<file path="src/rtl/acvp_pkg.sv">
`timescale 1ns / 1ps

package acvp_pkg;

	localparam int MAX_LINE_CHARS      = 31;
	localparam int MAX_FRACTION_DIGITS = 9;

	localparam int LINE_LEN_W = $clog2(MAX_LINE_CHARS + 1);
	localparam int FRAC_W     = 4;
	localparam int MANT_W     = 32;
	localparam int Q_FRAC_W   = 16;
	localparam int VALUE_W    = 32;
	// 10^9 needs 30 bits
	localparam int DIVISOR_W  = 30;
	// mantissa << 16 plus half the divisor can carry into one more bit
	localparam int DIVIDEND_W = MANT_W + Q_FRAC_W + 1;
	localparam int DIV_CNT_W  = $clog2(DIVIDEND_W + 1);

	localparam logic [7:0] CHAR_LF    = 8'h0A;
	localparam logic [7:0] CHAR_CR    = 8'h0D;
	localparam logic [7:0] CHAR_MINUS = 8'h2D;
	localparam logic [7:0] CHAR_POINT = 8'h2E;
	localparam logic [7:0] CHAR_ZERO  = 8'h30;
	localparam logic [7:0] CHAR_NINE  = 8'h39;

	localparam logic [VALUE_W-1:0] VALUE_POS_MAX = 32'h7FFF_FFFF;
	localparam logic [VALUE_W-1:0] VALUE_NEG_MAX = 32'h8000_0000;

	function automatic logic [DIVISOR_W-1:0] pow10(input logic [FRAC_W-1:0] k);
		logic [DIVISOR_W-1:0] p;
		case (k)
			4'd0:    p = 30'd1;
			4'd1:    p = 30'd10;
			4'd2:    p = 30'd100;
			4'd3:    p = 30'd1000;
			4'd4:    p = 30'd10000;
			4'd5:    p = 30'd100000;
			4'd6:    p = 30'd1000000;
			4'd7:    p = 30'd10000000;
			4'd8:    p = 30'd100000000;
			default: p = 30'd1000000000;
		endcase
		return p;
	endfunction

endpackage

</file>
<file path="src/rtl/acvp_if.sv">
`timescale 1ns / 1ps

interface acvp_rx_if;
	logic       valid;
	logic       ready;
	logic [7:0] rx_byte;

	modport source (output valid, output rx_byte, input ready);
	modport sink   (input valid, input rx_byte, output ready);
endinterface

interface acvp_res_if;
	logic                               valid;
	logic                               ready;
	logic [7:0]                         command;
	logic signed [acvp_pkg::VALUE_W-1:0] value_q16;
	logic                               saturated;

	modport source (output valid, output command, output value_q16, output saturated,
		input ready);
	modport sink   (input valid, input command, input value_q16, input saturated,
		output ready);
endinterface

</file>
<file path="src/rtl/acvp_div.sv">
`timescale 1ns / 1ps

// Restoring divider, one quotient bit per cycle.
module acvp_div (
	input  logic                               clk,
	input  logic                               arst_n,
	input  logic                               start,
	input  logic [acvp_pkg::DIVIDEND_W-1:0]    dividend,
	input  logic [acvp_pkg::DIVISOR_W-1:0]     divisor,
	output logic                               busy,
	output logic [acvp_pkg::DIVIDEND_W-1:0]    quotient
);
	import acvp_pkg::*;

	logic [DIV_CNT_W-1:0]  cnt_q;
	logic                  busy_q;
	logic [DIVISOR_W-1:0]  divisor_q;
	logic [DIVISOR_W-1:0]  rem_q;
	logic [DIVIDEND_W-1:0] quo_q;
	logic [DIVISOR_W:0]    trial;
	logic [DIVISOR_W:0]    diff;
	logic                  fits;

	assign trial = {rem_q, quo_q[DIVIDEND_W-1]};
	assign diff  = trial - {1'b0, divisor_q};
	assign fits  = trial >= {1'b0, divisor_q};

	always_ff @(posedge clk or negedge arst_n) begin
		if (!arst_n) begin
			busy_q <= 1'b0;
			cnt_q  <= '0;
		end else if (start) begin
			busy_q <= 1'b1;
			cnt_q  <= DIV_CNT_W'(DIVIDEND_W);
		end else if (busy_q) begin
			cnt_q <= cnt_q - 1'b1;
			if (cnt_q == DIV_CNT_W'(1)) begin
				busy_q <= 1'b0;
			end
		end
	end

	// dividend bits shift out the top of quo_q as quotient bits shift in
	always_ff @(posedge clk) begin
		if (start) begin
			divisor_q <= divisor;
			rem_q     <= '0;
			quo_q     <= dividend;
		end else if (busy_q) begin
			rem_q <= fits ? diff[DIVISOR_W-1:0] : trial[DIVISOR_W-1:0];
			quo_q <= {quo_q[DIVIDEND_W-2:0], fits};
		end
	end

	assign busy     = busy_q;
	assign quotient = quo_q;

endmodule

</file>
<file path="src/rtl/ascii_command_value_parser.sv">
`timescale 1ns / 1ps

// Line parser for "<command>[-]digits[.digits]" followed by CR or LF. Other
// bytes are taken while idle. A CR or LF that ends a non-empty line
// starts a bit-serial division of (mantissa << 16 + 10^k/2) by 10^k. The
// divider runs, S_DIV then sees it done and S_WRITE loads the result register,
// so a terminator holds the input off through S_DIV and S_WRITE, longer while the
// previous result still waits downstream; the single result register lets the
// next line's bytes be taken while a result waits. Empty lines give no result.
module ascii_command_value_parser (
	input  logic         clk,
	input  logic         arst_n,
	acvp_rx_if.sink      rx,
	acvp_res_if.source   res
);
	import acvp_pkg::*;

	typedef enum logic [1:0] {
		S_IDLE,
		S_DIV,
		S_WRITE
	} state_t;

	state_t                 state_q;
	logic [LINE_LEN_W-1:0]  line_len_q;
	logic [7:0]             cmd_q;
	logic                   neg_q;
	logic                   point_q;
	logic [FRAC_W-1:0]      frac_q;
	logic [MANT_W-1:0]      mant_q;
	logic                   mant_sat_q;

	logic                   res_valid_q;
	logic [7:0]             res_cmd_q;
	logic [VALUE_W-1:0]     res_value_q;
	logic                   res_sat_q;

	logic                   accept;
	logic                   is_term;
	logic                   is_digit;
	logic [3:0]             digit;
	logic [MANT_W+3:0]      mant_next;
	logic                   div_start;
	logic                   div_busy;
	logic [DIVIDEND_W-1:0]  dividend;
	logic [DIVISOR_W-1:0]   divisor;
	logic [DIVIDEND_W-1:0]  quotient;
	logic                   over;
	logic [VALUE_W-1:0]     value;
	logic                   out_free;

	assign rx.ready  = (state_q == S_IDLE);
	assign accept    = rx.valid && rx.ready;
	assign is_term   = (rx.rx_byte == CHAR_LF) || (rx.rx_byte == CHAR_CR);
	assign is_digit  = (rx.rx_byte >= CHAR_ZERO) && (rx.rx_byte <= CHAR_NINE);
	assign digit     = 4'(rx.rx_byte - CHAR_ZERO);
	// mantissa * 10 + digit as shift-add
	assign mant_next = {mant_q, 3'b000} + {3'b000, mant_q, 1'b0} + (MANT_W+4)'(digit);

	assign divisor   = pow10(frac_q);
	assign dividend  = {1'b0, mant_q, {Q_FRAC_W{1'b0}}}
		+ DIVIDEND_W'(divisor >> 1);
	assign div_start = accept && is_term && (line_len_q != '0);

	acvp_div u_div (
		.clk      (clk),
		.arst_n   (arst_n),
		.start    (div_start),
		.dividend (dividend),
		.divisor  (divisor),
		.busy     (div_busy),
		.quotient (quotient)
	);

	always_comb begin
		if (neg_q) begin
			over  = quotient > DIVIDEND_W'(VALUE_NEG_MAX);
			value = '0 - (over ? VALUE_NEG_MAX : quotient[VALUE_W-1:0]);
		end else begin
			over  = quotient > DIVIDEND_W'(VALUE_POS_MAX);
			value = over ? VALUE_POS_MAX : quotient[VALUE_W-1:0];
		end
	end

	assign out_free = !res_valid_q || res.ready;

	always_ff @(posedge clk or negedge arst_n) begin
		if (!arst_n) begin
			state_q     <= S_IDLE;
			line_len_q  <= '0;
			cmd_q       <= '0;
			neg_q       <= 1'b0;
			point_q     <= 1'b0;
			frac_q      <= '0;
			mant_q      <= '0;
			mant_sat_q  <= 1'b0;
			res_valid_q <= 1'b0;
			res_cmd_q   <= '0;
			res_value_q <= '0;
			res_sat_q   <= 1'b0;
		end else begin
			// in S_WRITE the reload below covers a drained result
			if (res_valid_q && res.ready && state_q != S_WRITE) begin
				res_valid_q <= 1'b0;
			end
			case (state_q)
				S_IDLE: begin
					if (accept) begin
						if (is_term) begin
							if (line_len_q != '0) begin
								state_q <= S_DIV;
							end
						end else if (line_len_q < LINE_LEN_W'(MAX_LINE_CHARS)) begin
							line_len_q <= line_len_q + 1'b1;
							if (line_len_q == '0) begin
								cmd_q <= rx.rx_byte;
							end else if (line_len_q == LINE_LEN_W'(1)
								&& rx.rx_byte == CHAR_MINUS) begin
								neg_q <= 1'b1;
							end else if (rx.rx_byte == CHAR_POINT) begin
								point_q <= 1'b1;
							end else if (is_digit
								&& (!point_q || frac_q < FRAC_W'(MAX_FRACTION_DIGITS))) begin
								if (point_q) begin
									frac_q <= frac_q + 1'b1;
								end
								if (mant_next[MANT_W+3:MANT_W] != '0) begin
									mant_q     <= '1;
									mant_sat_q <= 1'b1;
								end else begin
									mant_q <= mant_next[MANT_W-1:0];
								end
							end
						end
					end
				end
				S_DIV: begin
					if (!div_busy) begin
						state_q <= S_WRITE;
					end
				end
				S_WRITE: begin
					if (out_free) begin
						res_valid_q <= 1'b1;
						res_cmd_q   <= cmd_q;
						res_value_q <= value;
						res_sat_q   <= mant_sat_q || over;
						line_len_q  <= '0;
						cmd_q       <= '0;
						neg_q       <= 1'b0;
						point_q     <= 1'b0;
						frac_q      <= '0;
						mant_q      <= '0;
						mant_sat_q  <= 1'b0;
						state_q     <= S_IDLE;
					end
				end
				default: begin
					state_q <= S_IDLE;
				end
			endcase
		end
	end

	assign res.valid     = res_valid_q;
	assign res.command   = res_cmd_q;
	assign res.value_q16 = res_value_q;
	assign res.saturated = res_sat_q;

endmodule
</file>
<file path="src/flat_wrapper.sv">
// flat-port wrapper written by rule: the top's interface ports become plain ports
module ascii_command_value_parser_flat import acvp_pkg::*;
  (clk, arst_n, rx_valid, rx_rx_byte, rx_ready, res_valid, res_command, res_value_q16, res_saturated, res_ready);
  acvp_rx_if rx_i ();
  acvp_res_if res_i ();
  input  logic clk;
  input  logic arst_n;
  input wire logic [$bits(rx_i.valid)-1:0] rx_valid;
  input wire logic [$bits(rx_i.rx_byte)-1:0] rx_rx_byte;
  output wire logic [$bits(rx_i.ready)-1:0] rx_ready;
  output wire logic [$bits(res_i.valid)-1:0] res_valid;
  output wire logic [$bits(res_i.command)-1:0] res_command;
  output wire logic [$bits(res_i.value_q16)-1:0] res_value_q16;
  output wire logic [$bits(res_i.saturated)-1:0] res_saturated;
  input wire logic [$bits(res_i.ready)-1:0] res_ready;
  assign rx_i.valid = rx_valid;
  assign rx_i.rx_byte = rx_rx_byte;
  assign rx_ready = rx_i.ready;
  assign res_valid = res_i.valid;
  assign res_command = res_i.command;
  assign res_value_q16 = res_i.value_q16;
  assign res_saturated = res_i.saturated;
  assign res_i.ready = res_ready;
  ascii_command_value_parser u_core (.clk(clk), .arst_n(arst_n), .rx(rx_i), .res(res_i));
endmodule
</file>
<file path="config.mk">
export PLATFORM = sky130hd
export DESIGN_NAME = ascii_command_value_parser_flat
export DESIGN_NICKNAME = d
export VERILOG_FILES = /design/src/rtl/acvp_pkg.sv /design/src/rtl/acvp_if.sv /design/src/rtl/acvp_div.sv /design/src/rtl/ascii_command_value_parser.sv /design/src/flat_wrapper.sv
export SDC_FILE = /design/constraint.sdc
export NUM_CORES = 1
export LEC_CHECK = 0
export ABC_CLOCK_PERIOD_IN_PS = 7000
export BUFFER_PORTS_ARGS = -buffer_cell sky130_fd_sc_hd__buf_2
export CAP_MARGIN = 20
export CORE_UTILIZATION = 60
export DETAILED_ROUTE_END_ITERATION = 8
export GPL_TIMING_DRIVEN = 0
export PLACE_DENSITY = 0.74
export SLEW_MARGIN = 20
export SYNTH_ARGS = -nofsm -noshare
export SYNTH_HDL_FRONTEND = slang
export SYNTH_SLANG_ARGS = --single-unit
</file>
<file path="constraint.sdc">
create_clock -name clk -period 7 [get_ports clk]
set_clock_uncertainty 0.1 [all_clocks]
set_input_delay 0.7 -clock clk [delete_from_list [all_inputs] [get_ports clk]]
set_output_delay 0.7 -clock clk [all_outputs]
set_load 0.01 [all_outputs]
</file>
**Word-level counts from Yosys, hierarchy flattened**

Memory sizes are Yosys's and may differ from the RTL's.
Index checks and enable logic that the tools add are counted.

- Register bits: 212
- Bits in read-only memories: 480
- Input bits: 12
- Output and inout bits: 43
- Word-level logic and storage cells: 163
- Memories kept: 1

Memories:

| name | depth | bits a word | read ports | clocked after memory_dff | write ports | line | RTL |
|---|---|---|---|---|---|---|---|
| (no name shown) | 16 | 30 | 1 | 0 | 0 | acvp_pkg.sv:31 | `case (k)` |

- $add $sub $neg: 9
- Order comparisons: 7
- Eq/ne operators: 25
- Mux-type cells: 75
- Reductions and logical operators: 29

Operator list:

| operator | number |
|---|---|
| $mux W32 | 12 |
| $mux W49 | 2 |
| $pmux W32 S2 | 1 |
| $add A48 B29 Y49 | 1 |
| $gt A49 B31 Y1 const B | 1 |
| $gt A49 B32 Y1 const B | 1 |
| $mux W8 | 5 |
| $add A35 B33 Y36 | 1 |
| $add A36 B4 Y36 | 1 |
| $mux W4 | 9 |
| $ne A2 B2 Y1 const B | 16 |
| $sub A1 B32 Y32 const A | 1 |
| $ge A31 B30 Y1 | 1 |
| $mux W30 | 1 |
| $sub A30 B30 Y30 | 1 |
| $mux W1 | 27 |
| $mux W5 | 4 |
| $reduce_and A10 Y1 | 2 |
| $eq A8 B4 Y1 const B | 2 |
| $eq A8 B6 Y1 const B | 2 |
| $pmux W8 S2 | 1 |
| $mux W6 | 2 |
| $mux W2 | 5 |
| $pmux W5 S2 | 1 |
| 30 further kinds | 45 |

**Longest topological paths before layout**

- Depth after elaboration: 12
- Mapped depth: 16
- Gate-level depth less buffers: 16

**Hierarchy**

Synthesis repeated with hierarchy kept, for this count alone.

- Cells, all modules: 1,662
- Area total of the unflattened synthesis: 15,184.6 um^2

By module, submodules not included:

| module | times used | cells an instance | area an instance (um^2) | sequential area each (um^2) |
|---|---|---|---|---|
| ascii_command_value_parser | 1 | 1,077 | 8,734.6 | 2,402.3 |
| acvp_div | 1 | 585 | 6,449.9 | 3,148.0 |

**Least setup slack after synthesis**

Ideal clock, no wire load.

- Path kind: input-to-reg
- Start: input port rx_rx_byte[3]
- End: register u_core.mant_q[12]
- Library setup time: 0.138 ns
- Arrival: 3.804 ns
- Required time: 6.762 ns
- Path slack: 2.957 ns
- Cell stages on the path: 13
- Buffers on the path: 1
- Cell sequence: fa_1 ha_1 a211oi_1 o211a_1 o22ai_1 nor4b_4 o41ai_4 a21oi_1 nand3b_1 a2111o_1 a211oi_4 buf_6 a31oi_1

- Cells in the longest elaborated chain, start to end: 12
- Elaborated cells between the ends (all ways): 27
- Those cells by class: 2 x add/sub; 2 x order compare; 8 x eq/ne; 9 x mux; 6 x reduce/logical

Ends and longest elaborated chain:

| item | line | RTL |
|---|---|---|
| start, declared | flat_wrapper.sv:9 | `input wire logic [$bits(rx_i.rx_byte)-1:0] rx_rx_byte;` |
| $sub A4 B1 Y4 | ascii_command_value_parser.sv:56 | `assign digit = 4'(rx.rx_byte - CHAR_ZERO);` |
| $add A36 B4 Y36 | ascii_command_value_parser.sv:58 | `assign mant_next = {mant_q, 3'b000} + {3'b000, mant_q, 1'b0} + (MANT_W+4)'(digit);` |
| $reduce_bool A4 Y1 | ascii_command_value_parser.sv:127 | `if (mant_next[MANT_W+3:MANT_W] != '0) begin` |
| $mux W32 | ascii_command_value_parser.sv:127 |  |
| $mux W32 | ascii_command_value_parser.sv:122 | `end else if (is_digit` |
| $mux W32 | ascii_command_value_parser.sv:120 | `end else if (rx.rx_byte == CHAR_POINT) begin` |
| $mux W32 | ascii_command_value_parser.sv:117 | `end else if (line_len_q == LINE_LEN_W'(1)` |
| $mux W32 | ascii_command_value_parser.sv:115 | `if (line_len_q == '0) begin` |
| $mux W32 | ascii_command_value_parser.sv:113 | `end else if (line_len_q < LINE_LEN_W'(MAX_LINE_CHARS)) begin` |
| $mux W32 | ascii_command_value_parser.sv:109 | `if (is_term) begin` |
| $mux W32 | ascii_command_value_parser.sv:108 | `if (accept) begin` |
| $pmux W32 S2 | ascii_command_value_parser.sv:106 | `case (state_q)` |
| end signal, assigned | ascii_command_value_parser.sv:131 | `mant_q <= mant_next[MANT_W-1:0];` |
| end, declared | ascii_command_value_parser.sv:30 | `logic [MANT_W-1:0] mant_q;` |

Parallel ways exist; a longest one is shown, timed or not. The select of a mux whose other input is x is not followed.
A chain may end at the register's enable or synchronous reset.

**Worst setup path in the final report**

- Start: register u_core.u_div.quo_q[3], in the netlist u_core.u_div.quotient[3]
- End: register u_core.res_value_q[4], in the netlist u_core.res.value_q16[4]

- Cells in the longest elaborated chain, start to end: 4
- Elaborated cells between the ends (all ways): 6
- Those cells by class: 1 x add/sub; 2 x order compare; 3 x mux

Ends and longest elaborated chain:

| item | line | RTL |
|---|---|---|
| start, declared | acvp_div.sv:19 | `logic [DIVIDEND_W-1:0] quo_q;` |
| start signal, assigned | acvp_div.sv:48 | `quo_q <= dividend;` |
| start signal, assigned | acvp_div.sv:51 | `quo_q <= {quo_q[DIVIDEND_W-2:0], fits};` |
| $gt A49 B32 Y1 | ascii_command_value_parser.sv:77 | `over = quotient > DIVIDEND_W'(VALUE_NEG_MAX);` |
| $mux W32 | ascii_command_value_parser.sv:78 | `value = '0 - (over ? VALUE_NEG_MAX : quotient[VALUE_W-1:0]);` |
| $sub A1 B32 Y32 | ascii_command_value_parser.sv:78 |  |
| $mux W32 * | ascii_command_value_parser.sv:76 | `if (neg_q) begin` |
| end signal, assigned | ascii_command_value_parser.sv:146 | `res_value_q <= value;` |
| end, declared | ascii_command_value_parser.sv:35 | `logic [VALUE_W-1:0] res_value_q;` |

Every way passes the cells marked *; elsewhere a longest branch is shown, timed or not.

==> metrics.txt <==
status finished, final reports clean; Mapped Area 0.0140 mm2; Clk pin slew, worst setup/hold paths 0.06 ns; standard-cell rows 55; core area 0.0228 mm2; TritonCTS clock tree done; overall fraction of global-route tracks in use 31.9%; DR vias 12314; worst-margin pin slew 1.06 ns; largest fanout of any net on the critical path 10; area overhead of the layout relative to synthesis 10.0%; fraction of final layout cells sized beyond drive strength 1 8.10%; DRC violations left 0; Routed WL 37500 um; # diodes 0; effective utilization at floorplan 61.5%; number of synthesized flops with an enable pin 72; number of primary I/O pins 55; setup repair after global routing missed its margin false; Detail Route Antenna Nets 0; hpwl dp 28300 um; classification of the worst-slack hold path in2async; Maximum Capacitance Violations 0; number of pins exceeding their max-slew limit in the final report 0; largest net degree at the start of global routing 62; Die H 155 um; yosys warns 0; accumulated negative setup slack 0 ns; Vias/cell 6.11; clock buffers created by TritonCTS 23; Max stage delay on crit path 0.73 ns; cells resized by post-CTS repair 0; ys async rst share 50.2%; synthesized flop and latch total 205; critical path type reg2reg; slowest library cell on the worst path sky130_fd_sc_hd__a2111oi_0; sequential cell area fraction in the yosys report 38.1%; # port buffers 54; Slew headroom 28.7%; Clock Tree Buf Depth 3; overflow left after global routing 0; total die area 0.0240 mm2; initial antenna violation count 0; Post-Syn Nets 1743; Crit. End Element flop; H-tree levels 1; Final nets 1823; weighted congestion at the end of routability-driven global placement 0.933; final setup vio count 0; CP Launch Type flop; hold violation total from the final report 0; required time of the worst setup path 7.38 ns; Pre-antenna DRT Iters 5; number of fill cells in the layout 1939; insertion delay to the later sink of the worst-skew pair 0.54 ns; cell occurring most often along the worst timing path sky130_fd_sc_hd__nand2_1; clock root cell sky130_fd_sc_hd__clkbuf_16; data arrival at the endpoint of the critical path 5.28 ns; clock sink total 205; shortest period the worst path allows 4.90 ns; commonest register cell after synthesis sky130_fd_sc_hd__dfrtp_1; average wire per cell in the routed design 18.6 um; wire length of the first global-routing pass 60900 um; timing-limited maximum frequency 0.204 GHz; Post-CTS Hold Buffers 0; post-synthesis instance total 1607; via count of the first global-routing pass 11657; Yosys cell types 82; Die Width 155 um; post-route fraction of the period consumed by the critical path 70.0%; postcts setup bufs 0; Critical Path, Cell by Cell or4_1 > and4bb_2 > and4_1 > nand2_1 > a21oi_1 > clkbuf_1 > nand2_1 > ha_1 > clkbuf_1 > nand2_1 > or3_1 > a21oi_1 > a2111oi_0 > a21o_1; mean instance size in the synthesized netlist 8.72 um2; number of DRC markers after the initial detailed-route iteration 1024
[placed cells by master (no fill, tap or decap), types with 37 or more instances in the layout]
| master | synthesis | layout |
|---|---|---|
| sky130_fd_sc_hd__a21o_1 | 42 | 42 |
| sky130_fd_sc_hd__a21oi_1 | 172 | 172 |
| sky130_fd_sc_hd__buf_2 | 3 | 57 |
| sky130_fd_sc_hd__clkbuf_1 | 47 | 50 |
| sky130_fd_sc_hd__dfrtp_1 | 103 | 103 |
| sky130_fd_sc_hd__edfxtp_1 | 72 | 72 |
| sky130_fd_sc_hd__ha_1 | 120 | 120 |
| sky130_fd_sc_hd__inv_1 | 59 | 59 |
| sky130_fd_sc_hd__nand2_1 | 198 | 198 |
| sky130_fd_sc_hd__nand3_1 | 40 | 40 |
| sky130_fd_sc_hd__nor2_1 | 125 | 125 |
| sky130_fd_sc_hd__nor3_1 | 37 | 37 |
| sky130_fd_sc_hd__o21ai_0 | 167 | 167 |
| sky130_fd_sc_hd__xnor2_1 | 48 | 48 |
| sky130_fd_sc_hd__xor2_1 | 39 | 39 |
[worst paths after layout]
path                            depth (start not counted)  slack [ns]                 endpoint                startpoint
worst max-delay path                                   14        2.10  u_core.res.value_q16[4]  u_core.u_div.quotient[3]
worst min-delay path                                    1       0.006         u_core.frac_q[3]                    arst_n
worst max register to register                         14        2.10  u_core.res.value_q16[4]  u_core.u_div.quotient[3]
worst min register to register                          2        0.37    u_core.res.command[6]           u_core.cmd_q[6]
max in group asynchronous                               2        6.16     u_core.line_len_q[3]                    arst_n
min in group clk                                        3        0.30          u_core.cmd_q[7]             rx_rx_byte[7]
[cell usage after synthesis, drive strengths merged, types with 20 or more instances]
cell | n | share of area, %
a21o | 42 | 2.2
nor2b | 20 | 0.89
nor3 | 37 | 1.3
xnor2 | 48 | 3.0
dfxtp | 30 | 4.3
a31oi | 33 | 1.5
ha | 120 | 11
o21ai | 171 | 6.1
a21oi | 172 | 6.1
clkbuf | 49 | 1.5
dfrtp | 103 | 18
nand3 | 40 | 1.4
xor2 | 39 | 2.4
nand2 | 198 | 5.3
nor2 | 125 | 3.3
edfxtp | 72 | 15
inv | 60 | 1.6
[routing by layer]
layer,wire length [um],track usage [%],share of wire (%)
met5,0,0,0
met4,1040,10.5,2.8
met3,2320,3.78,6.2
met2,17500,52.4,47
met1,16600,43.8,44
[layout make-up]
class | count | area [um2] | area share (%)
buffer | 67 | 348 | 2.26
sequential | 205 | 5340 | 34.6
inverter | 60 | 225 | 1.46
clock inverter | 14 | 85.1 | 0.552
tap | 313 | 392 | 2.54
clock buffer | 28 | 614 | 3.98
multi-input combinational | 1275 | 8110 | 52.6
timing repair buffer | 55 | 304 | 1.97
[through the flow]
stage | utilization [%] | area (um2) | cells | hold WS (ns) | worst slack [ns]
after floorplan | - | 14000 | 1607 | 0.304 | 2.96
after global placement | 64.4 | 14700 | 1974 | 0.348 | 2.23
after detailed placement | 64.6 | 14700 | 1975 | 0.351 | 2.17
after CTS | 67.7 | 15400 | 2017 | 0.0145 | 2.25
after global routing | 67.7 | 15400 | 2017 | 0.0338 | 1.92
final | 67.7 | 15400 | 2017 | 0.00618 | 2.10
[critical path, delay by kind of cell (launching register included)]
family / cells / cell delay, ns
and+or+nand+nor: 7 / 1.99
AOI/OAI and AO/OA: 4 / 1.30
buffers and inverters: 2 / 0.73
DFF: 1 / 0.50
adders and majority gates: 1 / 0.22
[kinds of logic (layout without fill, tap and decap cells)]
group,after synthesis,after routing,share of synthesized area [%]
buf+inv,127,224,4.08
fa+ha+maj,124,124,11.3
simple gates,521,521,17.3
mux,18,18,1.36
xor+xnor,87,87,5.44
flops,205,205,38.1
compound gates,525,525,22.4
[registers in the layout, indices dropped and copies added (netlist names), 6 cells and up]
register and cells:
u_core.u_div.cnt_q 6, u_core.u_div.divisor_q 23, u_core.cmd_q 8, u_core.res.value_q16 32, u_core.u_div.quotient 49, u_core.res.command 8
u_core.u_div.rem_q 30, u_core.mant_q 32
Power is left out: the tool's default activity adds up to more than one toggle a clock period on the data nets, which glitch-free logic cannot reach.
